--- config.mk ---
export PLATFORM = sky130hd
export DESIGN_NAME = crc_change_debounced_autosave_core
export DESIGN_NICKNAME = d
export VERILOG_FILES = /design/src/sv/crc_chg_pkg.sv /design/src/sv/crc_change_debounced_autosave_core.sv /design/src/sv/crc_chg_crc.sv /design/src/sv/crc_chg_sched.sv
export SDC_FILE = /design/constraint.sdc
export NUM_CORES = 1
export LEC_CHECK = 0
export BUFFER_PORTS_ARGS = -buffer_cell sky130_fd_sc_hd__buf_2
export CORE_MARGIN = 1.5
export CORE_UTILIZATION = 55
export DETAILED_ROUTE_END_ITERATION = 8
export PLACE_DENSITY = 0.73
export SLEW_MARGIN = 30
export SYNTH_ARGS = -nofsm -noshare
export SYNTH_HDL_FRONTEND = slang
export SYNTH_HIERARCHICAL = 1
export SYNTH_SLANG_ARGS = --single-unit
export TNS_END_PERCENT = 30
--- constraint.sdc ---
create_clock -name i_clk -period 4.51 [get_ports i_clk]
set_clock_uncertainty 0.1 [all_clocks]
set_input_delay 0.2255 -clock i_clk [delete_from_list [all_inputs] [get_ports i_clk]]
set_output_delay 0.2255 -clock i_clk [all_outputs]
set_load 0.02 [all_outputs]
--- src/sv/crc_chg_pkg.sv ---
// Shared types, constants and the CRC-32 byte update for the autosave controller.
package crc_chg_pkg;

    localparam int unsigned TICK_WIDTH_DEF = 32;
    localparam int unsigned CFG_W          = 16;
    localparam int unsigned CFG_IDX_W      = 2;

    localparam logic [31:0] CRC_POLY = 32'hEDB8_8320;
    localparam logic [31:0] CRC_ONES = 32'hFFFF_FFFF;

    localparam logic [15:0] CHECK_PERIOD_RST   = 16'd250;
    localparam logic [15:0] DEBOUNCE_DELAY_RST = 16'd2000;
    localparam logic [15:0] MIN_WRITE_GAP_RST  = 16'd5000;

    localparam logic [CFG_IDX_W-1:0] REG_CHECK_PERIOD   = 2'd0;
    localparam logic [CFG_IDX_W-1:0] REG_DEBOUNCE_DELAY = 2'd1;
    localparam logic [CFG_IDX_W-1:0] REG_MIN_WRITE_GAP  = 2'd2;
    localparam logic [CFG_IDX_W-1:0] REG_RAM_ATTACHED   = 2'd3;

    typedef enum logic [1:0] {
        OP_TICK  = 2'd0,
        OP_CHECK = 2'd1,
        OP_BASE  = 2'd2,
        OP_FLUSH = 2'd3
    } t_opcode;

    typedef struct packed {
        logic [15:0] check_period;
        logic [15:0] debounce_delay;
        logic [15:0] min_write_gap;
        logic        ram_attached;
    } t_cfg;

    // events from the CRC side that touch the schedule
    typedef struct packed {
        logic arm;     // check scan found a change: arm debounce deadline
        logic rebase;  // baseline scan finished: clear schedule and deadline
    } t_crc_evt;

    function automatic logic [31:0] crc_byte(input logic [31:0] c, input logic [7:0] b);
        logic [31:0] x;
        x = c ^ {24'd0, b};
        for (int k = 0; k < 8; k++) begin
            x = x[0] ? (CRC_POLY ^ (x >> 1)) : (x >> 1);
        end
        return x;
    endfunction

endpackage

--- src/sv/crc_change_debounced_autosave_core.sv ---
// Autosave controller: with the RAM attached, a tick beat with the current
// time asks for a RAM scan when a check is due and flushes once a debounce
// deadline and the minimum write gap have passed, and a flush beat flushes.
// Scan beats fold one byte each into a reflected CRC-32 that is compared with
// the stored CRC on the last byte of a check scan. One beat is accepted every
// cycle while results are taken; it passes from the input register to the
// result register through the single stage that holds the byte-wide CRC update
// and the time compares. A stalled result does not stop intake until the input
// register is also full. Write configuration only while no beat is in flight.
module crc_change_debounced_autosave_core #(
    parameter int unsigned TICK_WIDTH = crc_chg_pkg::TICK_WIDTH_DEF
) (
    input  logic                              i_clk,
    input  logic                              i_rst_n,
    input  logic                              i_cfg_we,
    input  logic [crc_chg_pkg::CFG_IDX_W-1:0] i_cfg_addr,
    input  logic [crc_chg_pkg::CFG_W-1:0]     i_cfg_data,
    input  logic                              i_valid,
    output logic                              o_ready,
    input  logic [1:0]                        i_opcode,
    input  logic [31:0]                       i_now,
    input  logic [7:0]                        i_data_byte,
    input  logic                              i_last_byte,
    output logic                              o_valid,
    input  logic                              i_ready,
    output logic                              o_scan_request,
    output logic                              o_flush,
    output logic                              o_changed,
    output logic [31:0]                       o_crc_value
);

    crc_chg_pkg::t_cfg r_cfg;

    logic                  r_in_vld;
    crc_chg_pkg::t_opcode  r_in_op;
    logic [TICK_WIDTH-1:0] r_in_now;
    logic [7:0]            r_in_byte;
    logic                  r_in_last;

    logic                  r_out_vld;
    logic                  r_out_scan;
    logic                  r_out_flush;
    logic                  r_out_changed;
    logic [31:0]           r_out_crc;

    logic                  w_adv;
    logic                  w_take;
    logic [TICK_WIDTH+31:0] w_now_x;
    logic [31:0]           w_crc;
    logic                  w_changed;
    logic                  w_scan;
    logic                  w_flush;
    crc_chg_pkg::t_crc_evt w_evt;

    // time is taken modulo 2^TICK_WIDTH
    assign w_now_x = {{TICK_WIDTH{1'b0}}, i_now};

    assign w_adv   = r_in_vld && (!r_out_vld || i_ready);
    assign o_ready = !r_in_vld || w_adv;
    assign w_take  = i_valid && o_ready;

    always_ff @(posedge i_clk) begin
        if (!i_rst_n) begin
            r_cfg.check_period   <= crc_chg_pkg::CHECK_PERIOD_RST;
            r_cfg.debounce_delay <= crc_chg_pkg::DEBOUNCE_DELAY_RST;
            r_cfg.min_write_gap  <= crc_chg_pkg::MIN_WRITE_GAP_RST;
            r_cfg.ram_attached   <= 1'b0;
        end else if (i_cfg_we) begin
            unique case (i_cfg_addr)
                crc_chg_pkg::REG_CHECK_PERIOD:   r_cfg.check_period   <= i_cfg_data;
                crc_chg_pkg::REG_DEBOUNCE_DELAY: r_cfg.debounce_delay <= i_cfg_data;
                crc_chg_pkg::REG_MIN_WRITE_GAP:  r_cfg.min_write_gap  <= i_cfg_data;
                crc_chg_pkg::REG_RAM_ATTACHED:   r_cfg.ram_attached   <= i_cfg_data[0];
            endcase
        end
    end

    always_ff @(posedge i_clk) begin
        if (!i_rst_n) begin
            r_in_vld <= 1'b0;
        end else if (w_take) begin
            r_in_vld <= 1'b1;
        end else if (w_adv) begin
            r_in_vld <= 1'b0;
        end
    end

    always_ff @(posedge i_clk) begin
        if (w_take) begin
            r_in_op   <= crc_chg_pkg::t_opcode'(i_opcode);
            r_in_now  <= w_now_x[TICK_WIDTH-1:0];
            r_in_byte <= i_data_byte;
            r_in_last <= i_last_byte;
        end
    end

    crc_chg_crc u_crc (
        .i_clk       (i_clk),
        .i_rst_n     (i_rst_n),
        .i_proc      (w_adv),
        .i_op        (r_in_op),
        .i_byte      (r_in_byte),
        .i_last      (r_in_last),
        .o_crc_value (w_crc),
        .o_changed   (w_changed),
        .o_evt       (w_evt)
    );

    crc_chg_sched #(
        .TICK_WIDTH (TICK_WIDTH)
    ) u_sched (
        .i_clk          (i_clk),
        .i_rst_n        (i_rst_n),
        .i_proc         (w_adv),
        .i_op           (r_in_op),
        .i_now          (r_in_now),
        .i_cfg          (r_cfg),
        .i_evt          (w_evt),
        .o_scan_request (w_scan),
        .o_flush        (w_flush)
    );

    always_ff @(posedge i_clk) begin
        if (!i_rst_n) begin
            r_out_vld <= 1'b0;
        end else if (w_adv) begin
            r_out_vld <= 1'b1;
        end else if (i_ready) begin
            r_out_vld <= 1'b0;
        end
    end

    always_ff @(posedge i_clk) begin
        if (w_adv) begin
            r_out_scan    <= w_scan;
            r_out_flush   <= w_flush;
            r_out_changed <= w_changed;
            r_out_crc     <= w_crc;
        end
    end

    assign o_valid        = r_out_vld;
    assign o_scan_request = r_out_scan;
    assign o_flush        = r_out_flush;
    assign o_changed      = r_out_changed;
    assign o_crc_value    = r_out_crc;

endmodule

--- src/sv/crc_chg_crc.sv ---
// Running and stored CRC-32, change detection on the last scan beat.
module crc_chg_crc (
    input  logic                 i_clk,
    input  logic                 i_rst_n,
    input  logic                 i_proc,
    input  crc_chg_pkg::t_opcode i_op,
    input  logic [7:0]           i_byte,
    input  logic                 i_last,
    output logic [31:0]          o_crc_value,
    output logic                 o_changed,
    output crc_chg_pkg::t_crc_evt o_evt
);

    logic [31:0] r_running, n_running;
    logic [31:0] r_stored, n_stored;
    logic        w_scan;
    logic [31:0] w_upd;
    logic [31:0] w_fin;

    assign w_scan = (i_op == crc_chg_pkg::OP_CHECK) || (i_op == crc_chg_pkg::OP_BASE);
    assign w_upd  = crc_chg_pkg::crc_byte(r_running, i_byte);
    assign w_fin  = w_upd ^ crc_chg_pkg::CRC_ONES;

    always_comb begin
        n_running   = r_running;
        n_stored    = r_stored;
        o_crc_value = r_stored;
        o_changed   = 1'b0;
        o_evt       = '0;
        if (w_scan) begin
            n_running = w_upd;
            if (i_last) begin
                n_running   = crc_chg_pkg::CRC_ONES;
                o_crc_value = w_fin;
                if (i_op == crc_chg_pkg::OP_CHECK) begin
                    if (w_fin != r_stored) begin
                        n_stored  = w_fin;
                        o_changed = 1'b1;
                        o_evt.arm = 1'b1;
                    end
                end else begin
                    n_stored     = w_fin;
                    o_evt.rebase = 1'b1;
                end
            end
        end
    end

    always_ff @(posedge i_clk) begin
        if (!i_rst_n) begin
            r_running <= crc_chg_pkg::CRC_ONES;
            r_stored  <= '0;
        end else if (i_proc) begin
            r_running <= n_running;
            r_stored  <= n_stored;
        end
    end

endmodule

--- src/sv/crc_chg_sched.sv ---
// Check schedule, debounce deadline and write-gap tracking.
module crc_chg_sched #(
    parameter int unsigned TICK_WIDTH = crc_chg_pkg::TICK_WIDTH_DEF
) (
    input  logic                  i_clk,
    input  logic                  i_rst_n,
    input  logic                  i_proc,
    input  crc_chg_pkg::t_opcode  i_op,
    input  logic [TICK_WIDTH-1:0] i_now,
    input  crc_chg_pkg::t_cfg     i_cfg,
    input  crc_chg_pkg::t_crc_evt i_evt,
    output logic                  o_scan_request,
    output logic                  o_flush
);

    logic [TICK_WIDTH-1:0] r_next_check, n_next_check;
    logic [TICK_WIDTH-1:0] r_check_start, n_check_start;
    logic [TICK_WIDTH-1:0] r_deadline, n_deadline;
    logic                  r_pending, n_pending;
    logic [TICK_WIDTH-1:0] r_next_write, n_next_write;

    logic [TICK_WIDTH+15:0] w_period_x, w_delay_x, w_gap_x;
    logic [TICK_WIDTH-1:0]  w_period, w_delay, w_gap;

    // zero-extend 16-bit settings to tick width (TICK_WIDTH >= 16)
    assign w_period_x = {{TICK_WIDTH{1'b0}}, i_cfg.check_period};
    assign w_delay_x  = {{TICK_WIDTH{1'b0}}, i_cfg.debounce_delay};
    assign w_gap_x    = {{TICK_WIDTH{1'b0}}, i_cfg.min_write_gap};
    assign w_period   = w_period_x[TICK_WIDTH-1:0];
    assign w_delay    = w_delay_x[TICK_WIDTH-1:0];
    assign w_gap      = w_gap_x[TICK_WIDTH-1:0];

    always_comb begin
        n_next_check   = r_next_check;
        n_check_start  = r_check_start;
        n_deadline     = r_deadline;
        n_pending      = r_pending;
        n_next_write   = r_next_write;
        o_scan_request = 1'b0;
        o_flush        = 1'b0;
        unique case (i_op)
            crc_chg_pkg::OP_TICK: begin
                if (i_cfg.ram_attached) begin
                    if (i_now >= r_next_check) begin
                        n_next_check   = i_now + w_period;
                        n_check_start  = i_now;
                        o_scan_request = 1'b1;
                    end
                    if (r_pending && (i_now >= r_deadline)) begin
                        if (i_now >= r_next_write) begin
                            o_flush      = 1'b1;
                            n_next_write = i_now + w_gap;
                        end
                        n_pending = 1'b0;
                    end
                end
            end
            crc_chg_pkg::OP_FLUSH: begin
                o_flush = i_cfg.ram_attached;
            end
            crc_chg_pkg::OP_CHECK,
            crc_chg_pkg::OP_BASE: begin
                // deadline counts from the tick that started the check
                if (i_evt.arm) begin
                    n_deadline = r_check_start + w_delay;
                    n_pending  = 1'b1;
                end
                if (i_evt.rebase) begin
                    n_next_check = '0;
                    n_deadline   = '0;
                    n_pending    = 1'b0;
                end
            end
        endcase
    end

    always_ff @(posedge i_clk) begin
        if (!i_rst_n) begin
            r_next_check  <= '0;
            r_check_start <= '0;
            r_deadline    <= '0;
            r_pending     <= 1'b0;
            r_next_write  <= '0;
        end else if (i_proc) begin
            r_next_check  <= n_next_check;
            r_check_start <= n_check_start;
            r_deadline    <= n_deadline;
            r_pending     <= n_pending;
            r_next_write  <= n_next_write;
        end
    end

endmodule

==> results.txt, run 1 <==
- Run status: finished, final reports clean
* Setup WS pre-CTS: about 560 ps
- The worst path needs between 4000 and 5000 ps of the cycle, external delays included.
- Clock-pin slew of the registers on the worst-case setup and hold paths: approximately 60 ps
* DR iter-0 viols: between 1000 and 1500
* Nets@finish: around 2300
- The worst hold path belongs to the class in2reg.
- Antenna Cells: 0
- Total CTS buffers: 38
- Placed inst area: ~20000 µm²
- Worst-path maximum fanout: 10
- For this design the static power due to leakage is between 8 and 9 nW.
* First-pass GRT wire length: roughly 77 mm
- Root buffer selected by CTS: sky130_fd_sc_hd__clkbuf_16
- Met2 Resource Use GR: between 40% and 50%
- Internal power summed over all cells: around 0.0056 W
* Post-DP HPWL: 34.1 mm
- Fraction of power spent switching nets: a little over a quarter
* Chip Height: 188 µm
* Worst ir drop on vdd: 0.304 mV
* Met1 track demand over resource in global routing: between 30% and 40%
- Total via count after detailed routing: 14800
- No sink is reached through more buffers than the 3 on the longest clock path.
- Setup Crit Path Kind: reg2reg
- Final number of hold-violating endpoints: 0
* Final Cycle Share: approximately nine tenths
* Via count of the first global-routing pass: around 15000
- At the later pin of the worst-skew pair, clock insertion delay measures approximately 530 ps.
* Synth Net Count: ~2200
- Number of pins exceeding their max-slew limit in the final report: 0
- met2 is the most crowded layer.
- Crit path setup slack, layout: ~490 ps
- The number of different library cells used by synthesis comes to 96.
* Endpoint kind of the worst setup timing path: register
- Reported max-cap violation count: 0
* Final instance area: roughly 22000 µm²
* Transition time at the pin with the least slew margin: 830 ps
- In this run, the clock network consumes a little over two fifths of the power.
- Maximum number of pins on one net before global-route repair: approximately 80
- Mapped Area: between 15000 and 20000 µm²
- Sort of element at the start of the critical path: register
- Maximum achievable frequency: roughly 250 MHz
- In this run the standard cell core region covers around 34000 µm².
* Grt ovf: 0
- Buffers placed on the I/O ports in this run total 102.
* FFs w/ async S/R, synth: 0%
* Length of the first detailed-routing pass in iterations: 7
* Relative contribution of combinational cells to total power: 17.3%
- The congestion estimate from routability-driven global placement came to approximately 0.89.
- The H-tree was split into 2 levels.
- For this run, global-route usage on met3 was measured as 3.80%.
- For this design the total switching power over the nets is between 0.002 and 0.0025 W.
- Top_reg_cell synth: sky130_fd_sc_hd__dfxtp_1
- Counting flops and latches in the post-synthesis netlist gives roughly 320.
* Die Width: between 150 and 200 µm
* Per-cell via count in the routed design: 5.71
- The count of nets left with antenna violations once routing finished came out at 0.
* Total clock sinks: 322
- Die area: 35300 µm²
- Clock tree from TritonCTS: built
- STA puts the critical path data arrival time at about 4400 ps.
- Max-slew headroom: roughly 44%
- Number of setup buffers added after CTS: 0
- Number of failing setup endpoints in the final timing report: 0
* Sequential cell area fraction in the yosys report: 38.5%
- Overall Global Routing Usage: approximately 27%
- Total number of placement rows: 67
- Count of unresolved DRC violations after routing: 0
- Total length of routed wires: ~50 mm
* Part of the total power dissipated in sequential elements: between 40% and 50%
- Layout cell share with drive strength beyond 1: 11.9%
- The area growth from synthesis to layout is 15.2%.
* Cells after Synth: roughly 2000
* Final TNS setup: 0 ps
* Antenna violations before repair: 0
* Top-Level Pins: just over 100
- In this run, synthesis inferred 78 flip-flops with an integrated enable.
- WL per Instance: between 15 and 20 µm
* Effective utilization at floorplan: between 50% and 60%
- Setup repair after global routing left no endpoint under its margin.
* Required @ worst endpoint: a little under 5000 ps
- Pwr Density: between 300 and 400 nW/µm²
* Post-Synthesis Mean Instance Area: 9.54 µm²
- For this run, the number of Yosys warnings is 6.
==> registers in the layout (all words and copies together) (netlist names) <==
name                   count
u_crc/r_running           32
u_sched/r_pending          1
o_crc_value               32
u_sched/r_check_start     32
r_in_now                  32
u_sched/r_next_write      32
o_scan_request             1
r_in_vld                   1
u_sched/r_next_check      32
o_valid                    1
r_in_last                  1
r_in_byte                  8
r_cfg                     49
r_in_op                    2
u_crc/r_stored            32
u_sched/r_deadline        32
o_flush                    1
o_changed                  1
==> layout by cell type (no fill, tap or decap), types with 38 or more instances in the layout <==
master and n:
sky130_fd_sc_hd__mux2i_1 132, sky130_fd_sc_hd__nand2_1 223, sky130_fd_sc_hd__dlygate4sd3_1 64, sky130_fd_sc_hd__edfxtp_1 78, sky130_fd_sc_hd__nor2_1 58, sky130_fd_sc_hd__inv_1 131
sky130_fd_sc_hd__a21oi_1 78, sky130_fd_sc_hd__dfxtp_1 244, sky130_fd_sc_hd__xor2_1 45, sky130_fd_sc_hd__clkbuf_16 41, sky130_fd_sc_hd__nor2b_1 87, sky130_fd_sc_hd__o21ai_0 107
sky130_fd_sc_hd__ha_1 148, sky130_fd_sc_hd__buf_2 101, sky130_fd_sc_hd__nand3_1 38, sky130_fd_sc_hd__xnor2_1 127
==> logic make-up (layout without fill, tap and decap cells) <==
group | count (synthesis) | in the layout | synth area share, %
fa+ha+maj | 151 | 151 | 10.2
compound gates | 373 | 373 | 12.8
mux | 138 | 138 | 7.46
flops | 322 | 322 | 38.5
xor+xnor | 193 | 193 | 10.6
buf+inv | 218 | 396 | 4.99
simple gates | 574 | 574 | 15.5
==> Yosys cell counts (9+ instances only) <==
library cell                  n  area, µm²
sky130_fd_sc_hd__dfxtp_1    244       4880
sky130_fd_sc_hd__nand2_1    223        837
sky130_fd_sc_hd__ha_1       148       1850
sky130_fd_sc_hd__mux2i_1    132       1320
sky130_fd_sc_hd__inv_1      131        492
sky130_fd_sc_hd__xnor2_1    127       1110
sky130_fd_sc_hd__o21ai_0    107        536
sky130_fd_sc_hd__nor2b_1     90        563
sky130_fd_sc_hd__a21oi_1     79        395
sky130_fd_sc_hd__edfxtp_1    78       2340
sky130_fd_sc_hd__nor2_1      58        218
sky130_fd_sc_hd__clkbuf_1    55        206
sky130_fd_sc_hd__xor2_1      45        394
sky130_fd_sc_hd__nand3_1     38        190
sky130_fd_sc_hd__o22ai_1     37        231
sky130_fd_sc_hd__nand2b_1    29        181
sky130_fd_sc_hd__nor3_1      28        140
sky130_fd_sc_hd__nand4_1     25        156
sky130_fd_sc_hd__a21o_1      20        150
sky130_fd_sc_hd__o211ai_1    17        128
sky130_fd_sc_hd__and2_1      16        100
sky130_fd_sc_hd__o2bb2ai_1   15        131
sky130_fd_sc_hd__and3_1      13       81.3
sky130_fd_sc_hd__a211oi_1    12       90.1
sky130_fd_sc_hd__buf_4       11       82.6
sky130_fd_sc_hd__or2_2       11       68.8
sky130_fd_sc_hd__o21a_1      10       75.1
sky130_fd_sc_hd__a22oi_1      9       67.6
sky130_fd_sc_hd__buf_2        9       45.0
==> worst max-delay path, stage by stage (launching register included) <==
cell and delay [ps]:
sky130_fd_sc_hd__edfxtp_1 480, sky130_fd_sc_hd__xnor2_4 460, sky130_fd_sc_hd__xnor3_1 540, sky130_fd_sc_hd__xor3_1 310, sky130_fd_sc_hd__xnor2_1 140, sky130_fd_sc_hd__nor4_1 70, sky130_fd_sc_hd__o2111a_1 210, sky130_fd_sc_hd__a211oi_1 430
sky130_fd_sc_hd__o211ai_1 170, sky130_fd_sc_hd__nor2_1 200, sky130_fd_sc_hd__nand2_1 240, sky130_fd_sc_hd__nor3b_1 250, sky130_fd_sc_hd__o21ai_0 120, sky130_fd_sc_hd__o41a_1 130, sky130_fd_sc_hd__o311ai_0 80
==> stage by stage <==
stage	std cells	hold slack (ps)	power [W]	utilization, %
CTS	2595	23.2	0.00773	64.5
global route	2595	53.1	0.00797	64.5
detailed placement	2462	304	0.00449	58.7
floorplan	1969	224	0.00413	-
global placement	2462	302	0.00447	58.7
finish	2595	31.1	0.00771	64.5
==> path summary, 6_finish.rpt <==
path	startpoint	to	slack (ps)	cells after the start
setup / recovery	r_in_byte[1]	u_sched/r_deadline[17]	490	14
hold / removal	i_rst_n	r_cfg[38]	30	2
setup reg to reg	r_in_byte[1]	u_sched/r_deadline[17]	490	14
hold reg to reg	u_sched/r_deadline[22]	u_sched/r_deadline[22]	350	2
==> routing by layer <==
layer | vias up | part of all wire (%) | wire [µm]
met5 | - | 0 | 0
met4 | 0 | 2.7 | 1330
met3 | 89 | 5.5 | 2700
met2 | 415 | 46 | 22300
met1 | 7150 | 46 | 22400
li1 | 7166 | - | -
==> power groups by stage <==
stage / Combinational, W / Sequential [W] / Clock, W
floorplan: 0.000915 / 0.00322 / 0
global placement: 0.00124 / 0.00323 / 0
detailed placement: 0.00126 / 0.00323 / 0
CTS: 0.00131 / 0.00317 / 0.00325
global route: 0.00144 / 0.00318 / 0.00335
finish: 0.00133 / 0.00317 / 0.00321
==> layout make-up <==
| class | count | area (µm²) |
|---|---|---|
| fill | 2732 | 11900 |
| multi-input combinational | 1429 | 10600 |
| sequential | 322 | 7230 |
| timing repair buffer | 195 | 1400 |
| clock buffer | 49 | 1080 |
| tap | 448 | 561 |
| inverter | 132 | 495 |
| clock inverter | 20 | 230 |
==> what timing repair did <==
action,CTS,global route
hold endpoints to repair,88,0
gates resized for setup,0,0
hold buffers,64,0
Note: power is estimated with default switching activity, not from simulation.
==> run 2: changes to the inputs <==
--- a/config.mk
+++ b/config.mk
@@ -9,6 +9,7 @@
 export CORE_MARGIN = 1.5
 export CORE_UTILIZATION = 55
 export DETAILED_ROUTE_END_ITERATION = 8
+export HOLD_SLACK_MARGIN = 0.12
 export PLACE_DENSITY = 0.73
 export SLEW_MARGIN = 30
 export SYNTH_ARGS = -nofsm -noshare
==> run 2 against run 1 <==
- power about the same
- worst setup slack improved by 16 ps
- clock power about the same
- register-to-register slack gained 20 ps
- combinational power about the same
- first-iteration DRC count fell by 3.0%
- global-route usage rose by 0.30 points
- die area did not move
- sequential cell count did not move
- critical endpoint unchanged
- largest cell class unchanged
- highest routed layer unchanged
==> results.txt, run 2 (synthesized netlist as in run 1, its figures left out) <==
* Final TNS setup: 0 ps (unchanged)
- The storage element area is 7230 µm² (unchanged).
- Number of pins exceeding their max-slew limit in the final report: 0 (unchanged)
- The worst-margin pin slew was 816 ps (-14.5 ps).
- Multi-input combinational cell area: 10600 µm² (unchanged)
- DR iter-0 viols: 1067 (-3.0%)
- The normalized max-slew margin was 45.2% (+0.98 points).
- The count of max-cap constraint violations is 0 (unchanged).
* Via count of the first global-routing pass: 14800 (+0.99%)
- Maximum number of pins on one net before global-route repair: 79 (unchanged)
* Port Buffer Count: 102 (unchanged)
* Maximum achievable frequency: 250 MHz (+0.41%)
- The part of the total power dissipated in sequential elements came to 41.1% (about the same).
- Run status: finished, final reports clean
* Post-DP HPWL: 34.1 mm (unchanged)
- The largest fanout on the critical path is 10 (unchanged).
* Fraction of power spent switching nets: 27.1% (about the same)
* Worst hold-check slack: 314 ps (+283 ps)
- Clock-pin slew of the registers on the worst-case setup and hold paths: 60 ps (about the same)
- The routed wire length per instance came to 18.9 µm (+0.36%).
* Leakage Power: 8.29 nW (+0.47%)
* Count of unresolved DRC violations after routing: 0 (unchanged)
- The net load switching power is 0.00209 W (about the same).
* Max H-tree Level: 2 (unchanged)
- Antenna Cells: 0 (unchanged)
- Weighted congestion reported at the end of routability-driven placement: 0.891 (unchanged)
* Setup Crit Path Kind: reg2reg
- Layout cell share with drive strength beyond 1: 11.8% (-0.044 points)
* Die Width: 188 µm (unchanged)
* Die area: 35300 µm² (unchanged)
- Number of failing setup endpoints in the final timing report: 0 (unchanged)
- The internal power contribution was 0.00562 W (about the same).
* Pwr Density: 355 nW/µm² (-0.32%)
- The clock network fraction of total power is 41.5% (about the same).
- Required @ worst endpoint: 4830 ps (about the same)
* First-pass GRT wire length: 77.8 mm (+1.2%)
* Most frequent standard cell in the layout excluding fill and tap cells: sky130_fd_sc_hd__dfxtp_1
- TritonCTS built the clock tree.
- The detailed-route via count is 14900 (+0.64%).
* Final Cycle Share: 88.9% (-0.36 points)
- Top-Level Pins: 103 (unchanged)
- Total length of routed wires: 49.1 mm (+0.67%)
* Total CTS buffers: 38 (unchanged)
- HP Class: in2reg
- Residual antenna-violating net count after detailed routing: 0 (unchanged)
- The post-cts sizing count came to 0 (unchanged).
- The total clock sinks was 322 (unchanged).
- Per-cell via count in the routed design: 5.73 (+0.33%)
- Crit path time final: 4010 ps (-16.4 ps)
* Leading cell types in the layout, fill and taps excluded: 244 x sky130_fd_sc_hd__dfxtp_1, 223 x sky130_fd_sc_hd__nand2_1, 148 x sky130_fd_sc_hd__ha_1
- Setup repair after global routing left no endpoint under its margin.
* Relative contribution of combinational cells to total power: 17.4% (about the same)
* Longest Clk Path Bufs: 3 (unchanged)
* Power, Total: 0.00771 W (about the same)
* Utilization after layout: 64.8% (+0.24 points)
- The arrival time reported for the critical path endpoint was 4330 ps (-20 ps).
- The worst setup path is captured at a register.
- Standard cell core area: 33500 µm² (unchanged)
* Effective utilization at floorplan: 56.0% (unchanged)
- The number of iterations in the first detailed-routing pass is 7 (unchanged).
- Sort of element at the start of the critical path: register
- Root buffer selected by CTS: sky130_fd_sc_hd__clkbuf_16
- Grt ovf: 0 (unchanged)
* Area growth from synthesis to final layout: 15.6%
* Top register by number of flip-flops: r_cfg
* Antenna violations before repair: 0 (unchanged)
- Worst ir drop on vdd: 0.310 mV (+2.2%)
- Final number of hold-violating endpoints: 0 (unchanged)
- Chip Height: 188 µm (unchanged)
- The clock insertion delay at the later pin of the skew report was 530 ps (about the same).
* Number of flip-flops under the largest register name: 49 (unchanged)
* Total number of placement rows: 67 (unchanged)
- Filler Cells Inserted: 2718 (-0.51%)
- The global router's overall resource usage was 27.6% (+0.30 points).
* Nets@finish: 2343 (+0.34%)
==> run 2: changes by cell type in the layout (fill, tap and decap cells not counted) <==
cell / previous run / this run
sky130_fd_sc_hd__dlygate4sd3_1: 64 / 72
==> run 2: worst paths after layout <==
kind	slack [ps]	depth (start not counted)	endpoint	start
worst max-delay path	500	14	u_sched/r_deadline[17]	r_in_byte[1]
worst min-delay path	310	2	r_in_now[7]	i_now[7]
worst max register to register	500	14	u_sched/r_deadline[17]	r_in_byte[1]
worst min register to register	350	2	u_sched/r_deadline[22]	u_sched/r_deadline[22]
==> run 2: repair_timing <==
action | in CTS | in global routing
buffers inserted | 0 | 0
endpoints found under the hold margin | 130 | 0
hold buffers | 72 | 0
==> run 2: final cells by class <==
cell class	count	share of cell area, %
sequential	322	33.3
tap	448	2.58
clock buffer	49	4.95
timing repair buffer	203	6.82
multi-input combinational	1429	49.0
clock inverter	20	1.06
inverter	132	2.28
==> run 2: power by group through the flow <==
stage / clock, W / sequential [W] / combinational [W]
floorplan: 0 / 0.00322 / 0.000915
global placement: 0 / 0.00323 / 0.00124
detailed placement: 0 / 0.00323 / 0.00126
CTS: 0.00325 / 0.00317 / 0.00132
global route: 0.00335 / 0.00318 / 0.00145
finish: 0.00320 / 0.00317 / 0.00134
==> run 2: per-stage QoR <==
step / cells / instance area [µm²] / worst slack, ps
floorplan: 1969 / 18800 / 331
finish: 2603 / 21700 / 503
global placement: 2462 / 19700 / 691
detailed placement: 2462 / 19700 / 557
global route: 2603 / 21700 / 261
CTS: 2603 / 21700 / 520
==> run 2: worst max-delay path, stage by stage (launching register included) <==
cell and delay, ps:
sky130_fd_sc_hd__edfxtp_1 480, sky130_fd_sc_hd__xnor2_4 460, sky130_fd_sc_hd__xnor3_1 540, sky130_fd_sc_hd__xor3_1 310
sky130_fd_sc_hd__xnor2_1 140, sky130_fd_sc_hd__nor4_1 70, sky130_fd_sc_hd__o2111a_1 200, sky130_fd_sc_hd__a211oi_1 430
sky130_fd_sc_hd__o211ai_1 170, sky130_fd_sc_hd__nor2_1 190, sky130_fd_sc_hd__nand2_1 240, sky130_fd_sc_hd__nor3b_1 250
sky130_fd_sc_hd__o21ai_0 120, sky130_fd_sc_hd__o41a_1 130, sky130_fd_sc_hd__o311ai_0 80
==> run 2: metal layers <==
| metal | vias to the layer above | track usage [%] | routed length, µm |
|---|---|---|---|
| met3 | 93 | 3.74 | 2950 |
| met4 | 0 | 8.71 | 1380 |
| met5 | - | 0 | 0 |
| met2 | 466 | 45.4 | 22600 |
| met1 | 7175 | 37.7 | 22200 |
| li1 | 7181 | - | - |
